### config.mk
export PLATFORM = sky130hd
export DESIGN_NAME = voxel_line_walker_3d_core
export DESIGN_NICKNAME = d
export VERILOG_FILES = /design/src/hw/rtl/vlw_pkg.sv /design/src/hw/rtl/vlw_axis.sv /design/src/hw/rtl/voxel_line_walker_3d_core.sv
export SDC_FILE = /design/constraint.sdc
export NUM_CORES = 1
export LEC_CHECK = 0
export ABC_AREA = 1
export BUFFER_PORTS_ARGS = -buffer_cell sky130_fd_sc_hd__buf_2
export CORE_UTILIZATION = 60
export DETAILED_ROUTE_END_ITERATION = 16
export GPL_TIMING_DRIVEN = 0
export PLACE_DENSITY = 0.87
export SLEW_MARGIN = 20
export SYNTH_ARGS = -nofsm -noshare
export SYNTH_HDL_FRONTEND = slang
export SYNTH_HIERARCHICAL = 1
export SYNTH_SLANG_ARGS = --single-unit
export TNS_END_PERCENT = 100
### constraint.sdc
create_clock -name clk -period 21 [get_ports clk]
set_input_delay 2.1 -clock clk [delete_from_list [all_inputs] [get_ports clk]]
set_output_delay 2.1 -clock clk [all_outputs]
set_load 0.03 [all_outputs]
### src/hw/rtl/vlw_pkg.sv
// ----------------------------------------------------------------------------
// vlw_pkg
// Shared constants and types for the 3D voxel line walker.
// ----------------------------------------------------------------------------
package vlw_pkg;

  localparam int COORD_BITS = 16;
  localparam int MAX_STEPS  = 63;
  localparam int STEP_BITS  = 6;

  typedef logic signed [COORD_BITS-1:0] coord_t;
  typedef logic [STEP_BITS-1:0]         step_t;

  typedef struct packed {
    logic load;
    logic adv;
  } lane_ctrl_t;

endpackage

### src/hw/rtl/vlw_axis.sv
// ----------------------------------------------------------------------------
// vlw_axis
// One axis of the walker: incremental quotient/remainder of i*d/steps and
// exact half-away-from-zero rounding of start + i*d/steps.
// ----------------------------------------------------------------------------
module vlw_axis (
  input  logic               clk,
  input  vlw_pkg::lane_ctrl_t ctrl,
  input  vlw_pkg::coord_t    start,
  input  vlw_pkg::coord_t    stop,
  input  vlw_pkg::step_t     steps,
  output logic [vlw_pkg::COORD_BITS-1:0] mag,
  output vlw_pkg::coord_t    voxel
);
  import vlw_pkg::*;

  logic signed [COORD_BITS:0] diff;
  logic signed [COORD_BITS:0] w;
  logic                       neg;
  step_t                      r;
  logic [STEP_BITS:0]         sum;
  logic [STEP_BITS:0]         twice_r;
  logic signed [COORD_BITS:0] rounded;

  assign diff    = {stop[COORD_BITS-1], stop} - {start[COORD_BITS-1], start};
  assign sum     = {1'b0, r} + {1'b0, mag[STEP_BITS-1:0]};
  assign twice_r = {r, 1'b0};

  always_ff @(posedge clk) begin
    if (ctrl.load) begin
      w   <= {start[COORD_BITS-1], start};
      neg <= diff[COORD_BITS];
      mag <= diff[COORD_BITS] ? COORD_BITS'(-diff) : diff[COORD_BITS-1:0];
      r   <= '0;
    end else if (ctrl.adv) begin
      if (sum >= {1'b0, steps}) begin
        r <= STEP_BITS'(sum - {1'b0, steps});
        w <= neg ? w - 1'b1 : w + 1'b1;
      end else begin
        r <= sum[STEP_BITS-1:0];
      end
    end
  end

  // above half: step w by the sign; exact half: w + sign/2, rounded away from zero
  always_comb begin
    rounded = w;
    if (twice_r > {1'b0, steps}) begin
      rounded = neg ? w - 1'b1 : w + 1'b1;
    end else if (twice_r == {1'b0, steps} && steps != '0) begin
      if (neg) begin
        if (w <= 0) rounded = w - 1'b1;
      end else begin
        if (w >= 0) rounded = w + 1'b1;
      end
    end
  end

  assign voxel = rounded[COORD_BITS-1:0];

endmodule

### src/hw/rtl/voxel_line_walker_3d_core.sv
// ----------------------------------------------------------------------------
// voxel_line_walker_3d_core
// Emits the voxels on the straight line between two signed 3D voxels.
// ----------------------------------------------------------------------------
// One line is accepted, sized in the following cycle, then its steps+1 voxels
// leave one per cycle from the output register while the sink keeps tready
// high; a line longer than MAX_STEPS gives one result with tuser set instead.
// The per-axis step units advance one voxel per cycle while the output
// register is free. A new line is taken as soon as the final voxel sits in
// the output register.
module voxel_line_walker_3d_core (
  input  logic        clk,
  input  logic        rst,
  input  logic        s_tvalid,
  output logic        s_tready,
  // start_x, start_y, start_z, end_x, end_y, end_z
  input  logic [95:0] s_tdata,
  output logic        m_tvalid,
  input  logic        m_tready,
  // voxel_x, voxel_y, voxel_z, step_index, 2'b0
  output logic [55:0] m_tdata,
  output logic        m_tlast,   // last_point
  // too_long
  output logic [0:0]  m_tuser
);
  import vlw_pkg::*;

  localparam logic [1:0] S_IDLE  = 2'd0;
  localparam logic [1:0] S_SIZE  = 2'd1;
  localparam logic [1:0] S_EMIT  = 2'd2;
  localparam logic [1:0] S_FAULT = 2'd3;

  logic [1:0]  state;
  step_t       steps;
  step_t       cnt;
  lane_ctrl_t  lane_ctrl;
  logic        accept;
  logic        slot_free;
  logic        last;
  logic [COORD_BITS-1:0] mag [3];
  coord_t      voxel [3];
  logic [COORD_BITS-1:0] mag_xy;
  logic [COORD_BITS-1:0] mag_max;

  assign s_tready  = (state == S_IDLE);
  assign accept    = s_tvalid && s_tready;
  assign slot_free = !m_tvalid || m_tready;
  assign last      = (cnt == steps);

  assign lane_ctrl.load = accept;
  assign lane_ctrl.adv  = (state == S_EMIT) && slot_free;

  for (genvar k = 0; k < 3; k++) begin : g_axis
    vlw_axis u_axis (
      .clk   (clk),
      .ctrl  (lane_ctrl),
      .start (s_tdata[k*COORD_BITS +: COORD_BITS]),
      .stop  (s_tdata[(k+3)*COORD_BITS +: COORD_BITS]),
      .steps (steps),
      .mag   (mag[k]),
      .voxel (voxel[k])
    );
  end

  assign mag_xy  = (mag[0] > mag[1]) ? mag[0] : mag[1];
  assign mag_max = (mag_xy > mag[2]) ? mag_xy : mag[2];

  always_ff @(posedge clk) begin
    if (rst) begin
      state    <= S_IDLE;
      steps    <= '0;
      cnt      <= '0;
      m_tvalid <= 1'b0;
    end else begin
      if ((state == S_EMIT || state == S_FAULT) && slot_free) begin
        m_tvalid <= 1'b1;
      end else if (m_tready) begin
        m_tvalid <= 1'b0;
      end
      case (state)
        S_IDLE: begin
          if (accept) state <= S_SIZE;
        end
        S_SIZE: begin
          cnt <= '0;
          if (mag_max > COORD_BITS'(MAX_STEPS)) begin
            state <= S_FAULT;
          end else begin
            steps <= mag_max[STEP_BITS-1:0];
            state <= S_EMIT;
          end
        end
        S_EMIT: begin
          if (slot_free) begin
            cnt <= cnt + 1'b1;
            if (last) state <= S_IDLE;
          end
        end
        S_FAULT: begin
          if (slot_free) begin
            state <= S_IDLE;
          end
        end
        default: state <= S_IDLE;
      endcase
    end
  end

  always_ff @(posedge clk) begin
    if (slot_free) begin
      if (state == S_EMIT) begin
        m_tdata <= {2'b00, cnt, voxel[2], voxel[1], voxel[0]};
        m_tlast <= last;
        m_tuser <= 1'b0;
      end else if (state == S_FAULT) begin
        m_tdata <= '0;
        m_tlast <= 1'b0;
        m_tuser <= 1'b1;
      end
    end
  end

  a_accept_sizes: assert property (@(posedge clk) disable iff (rst)
    accept |=> state == S_SIZE)
    else $error("accepted line not sized");

  a_fault_empty: assert property (@(posedge clk) disable iff (rst)
    m_tvalid && m_tuser[0] |-> !m_tlast && m_tdata == '0)
    else $error("too-long result carries voxel data");

  a_last_ends_run: assert property (@(posedge clk) disable iff (rst)
    state == S_EMIT && m_tvalid && m_tlast |-> cnt == '0)
    else $error("final voxel sent while run still active");

  a_cnt_bound: assert property (@(posedge clk) disable iff (rst)
    state == S_EMIT |-> cnt <= steps)
    else $error("step counter overran line length");

endmodule
==> impl_metrics.yaml <==
clock_network:
  worstSkewPairLatency_ns: 0.46
  cts_tree: "done"
  cts_root_buffer: "clkbuf_16"
  cts_setup_buffers: 0
  cts.clk_slew.worst_paths_ns: 0.07
  cts_buffer_depth: 2
  ctsResizeCount: 0
  htree_levels: 4
  clkSinkCount: 191
  cts_buffers: 17
  hold_buffers: 0
worst_setup_path:
  crit_buf_inv: 7
  critPathTopFamily: "buffers and inverters"
  slowest_delay_ns: 0.50
  r2r_start: "g_axis[0].u_axis/mag[1]"
  worstPathCellList: "buf_2 -> nor3b_2 -> buf_4 -> buf_4 -> buf_4 -> inv_1 -> clkbuf_1 -> o21ai_2 -> buf_6"
  crit_type: "in2reg"
  endpoint_kind: "register"
  reg2reg_to: "steps[1]"
  critPathArrivalTime_ns: 4.19
  required_ns: 21.16
  reg2reg_depth: 31
  cp_max_fo: 10
  worst_path_max_delay_cell: "nor3b_2"
  startpoint_type: "input pin"
  crit_top_cell: "buf_4"
  rrSetupSlack_ns: 17.10
min_path:
  hp-class: "reg2reg"
  whs_path_depth: 1
  holdPathEnd: "cnt[4]"
  min_from: "cnt[4]"
global_route:
  antenna_found_initial: 0
  grt_overflow: 0
  grt_pass1_wl_mm: 90.5
  grt_util_all_layers_pct: 33.2
  grt_pass1_vias: 19060
  grt_max_degree: 26
floorplan:
  die_h_um: 184
  rows: 66
  ios: 160
  initial_core_util_pct: 61.0
  coreArea_mm2: 0.0325
  die_area_mm2: 0.0338
  die_w_um: 184
timing:
  worst-slew-pin-transition_ns: 0.802
  setup_ws_ns: 16.97
  hold_viol_final: 0
  skew_ns: 0.0107
  min_period_ns: 4.03
  max_slew_margin_pct: 46.5
  period_share_pct: 19.2
  setup_viol: 0
  slew_viol_final: 0
  tns_ns: 0
  rsz0062_at_grt: "no"
  max_clock_freq_mhz: 248
place:
  dpl-instance-area_mm2: 0.0213
  port_buffers: 156
  dp_hpwl_mm: 45.0
  post-place-ws_ns: 16.50
  place.gp.congestion: 1.01
synthesis:
  synth-seq-area-share_pct: 27.2
  synth_compound_area_share_pct: 11.2
  synth-simple-area-share_pct: 35.4
  syn_area_mm2: 0.0198
  ys.flop_type: "edfxtp_1"
  synth_cells: 2998
  synthArstFlopShare_pct: 0
  synthMuxAreaShare_pct: 0
  ys_types: 63
  ys_ff_latch: 191
  synth_top_cell_by_area: "edfxtp_1"
  ys_warn_count: 6
  synth_top_family_by_area: "simple AND/OR/NAND/NOR gates"
  synth_top_area_share_pct: 23.9
  synth_fa_ha_area_share_pct: 9.98
  yosys-top-cells-area: "edfxtp_1, nand2_1, ha_1"
  synth-xor-area-share_pct: 4.36
  avgSynthCellArea_um2: 6.62
  synth_enable_flop_cells: 158
route:
  viasPerCell: 5.59
  ant_nets: 0
  routed_wirelength_mm: 55.9
  drt_iter0_drc: 1890
  wl_per_cell_um: 15.4
  vias: 20335
  drt-pass1-iter-count: 6
  drc: 0
layout:
  fin_area_mm2: 0.0220
  nNetsFinal: 3439
  nFillCells: 2940
  n_antenna_cell: 0
  drive_above_1_share_pct: 11.7
  syn_to_final_growth_pct: 10.7
job:
  max_cap_violations: 0
pwr:
  power-per-cell-area_mw_per_mm2: 101
  power.total_mw: 2.21
  power.leakage_nw: 11.1
  ir_drop_uv: 72.9
status:
  status: "finished, final reports clean"
## kinds of logic after synthesis
kind of cell             count (synthesis)
adder cells (fa/ha/maj)                153
AND/OR/NAND/NOR                       1579
AO/OA/AOI/OAI                          398
XOR/XNOR                                97
flip-flops                             191
other                                    1
buffers and inverters                  579
## flip-flops by register name (all words and copies together) (netlist names)
register,count
g_axis.u_axis/mag,48
g_axis.u_axis/neg,3
m_tvalid,1
state,2
g_axis.u_axis/r,18
m_tdata,54
steps,6
g_axis.u_axis/w,51
m_tuser,1
m_tlast,1
cnt,6
## per-layer routing
layer,vias up,GRT usage [%],wire [um]
li1,10076,-,-
met1,9247,41.2,23300
met2,861,57.9,26900
met3,151,4.06,3820
met4,0,14.4,1890
met5,-,0,0
## layout make-up
cell class                      instances  area [um2]  area share (%)
Clock buffer                           18         450            2.05
Timing Repair Buffer                  168         902            4.11
Inverter                              503        1900            8.63
Tap cell                              442         553            2.52
Buffer                                 76         430            1.96
Clock inverter                         14         185           0.843
Multi-Input combinational cell       2229       12100            55.3
Sequential cell                       191        5410            24.6
## cell usage in the layout, fill, tap and decap left out, drive strengths merged
| master | n |
|---|---|
| xnor2 | 16 |
| o221ai | 6 |
| clkinv | 8 |
| a31oi | 9 |
| nor3b | 2 |
| nand3b | 16 |
| nand4 | 48 |
| bufinv | 2 |
| a22oi | 6 |
| buf | 197 |
| o21ai | 153 |
| ha | 144 |
| nand2 | 904 |
| o21a | 3 |
| o21bai | 6 |
| a21boi | 4 |
| o22ai | 17 |
| o211ai | 12 |
| conb | 2 |
| a211oi | 4 |
| nor4 | 3 |
| nand3 | 257 |
| and2 | 9 |
| fa | 9 |
| clkbuf | 65 |
| a21oi | 160 |
| or2 | 8 |
| o311ai | 2 |
| xor2 | 81 |
| a221oi | 3 |
| inv | 507 |
| dfxtp | 33 |
| nor2 | 302 |
| edfxtp | 158 |
| a21o | 6 |
| nor3 | 30 |
| o31ai | 6 |
| a211o | 1 |
## through the flow
| stage | utilization (%) | hold WS (ns) | instances |
|---|---|---|---|
| floorplan | - | 0.436 | 2999 |
| global placement | 65.1 | 0.454 | 3597 |
| detailed placement | 65.6 | 0.466 | 3609 |
| CTS | 67.5 | 0.479 | 3641 |
| global route | 67.5 | 0.510 | 3641 |
| finish | 67.5 | 0.474 | 3641 |
## how the worst max path moves through the flow
| stage | from | end | slack (ns) | depth (start not counted) |
|---|---|---|---|---|
| 3_3_place_gp | s_tvalid | g_axis[1].u_axis/w[11] | 8.86 | 5 |
| 4_1_cts | s_tvalid | g_axis[2].u_axis/w[8] | 16.97 | 9 |
| 2_1_floorplan | s_tvalid | g_axis[1].u_axis/w[0] | 12.37 | 4 |
| 3_5_place_dp | s_tvalid | g_axis[2].u_axis/w[11] | 16.50 | 9 |
| 6_report | s_tvalid | g_axis[2].u_axis/w[8] | 16.97 | 9 |
| 5_1_grt | g_axis[0].u_axis/mag[1] | steps[1] | 16.70 | 31 |
## synthesized netlist by cell type, types with 20 or more instances
cell and number:
nand2_2 37, ha_1 144, nand4_1 46, nor2_1 268, nor2_2 20, xor2_1 79
a21oi_1 158, o21ai_0 135, nor3_1 26, inv_1 478, clkbuf_1 45, edfxtp_1 158
nand2_1 852, dfxtp_1 33, nand3_1 242
## where the power goes
group          internal [mW]  total (mW)  switching (mW)
clock                  0.190       0.356           0.166
combinational          0.437        1.28           0.844
sequential             0.507       0.571          0.0648
Power figures use the tool's default switching activity.
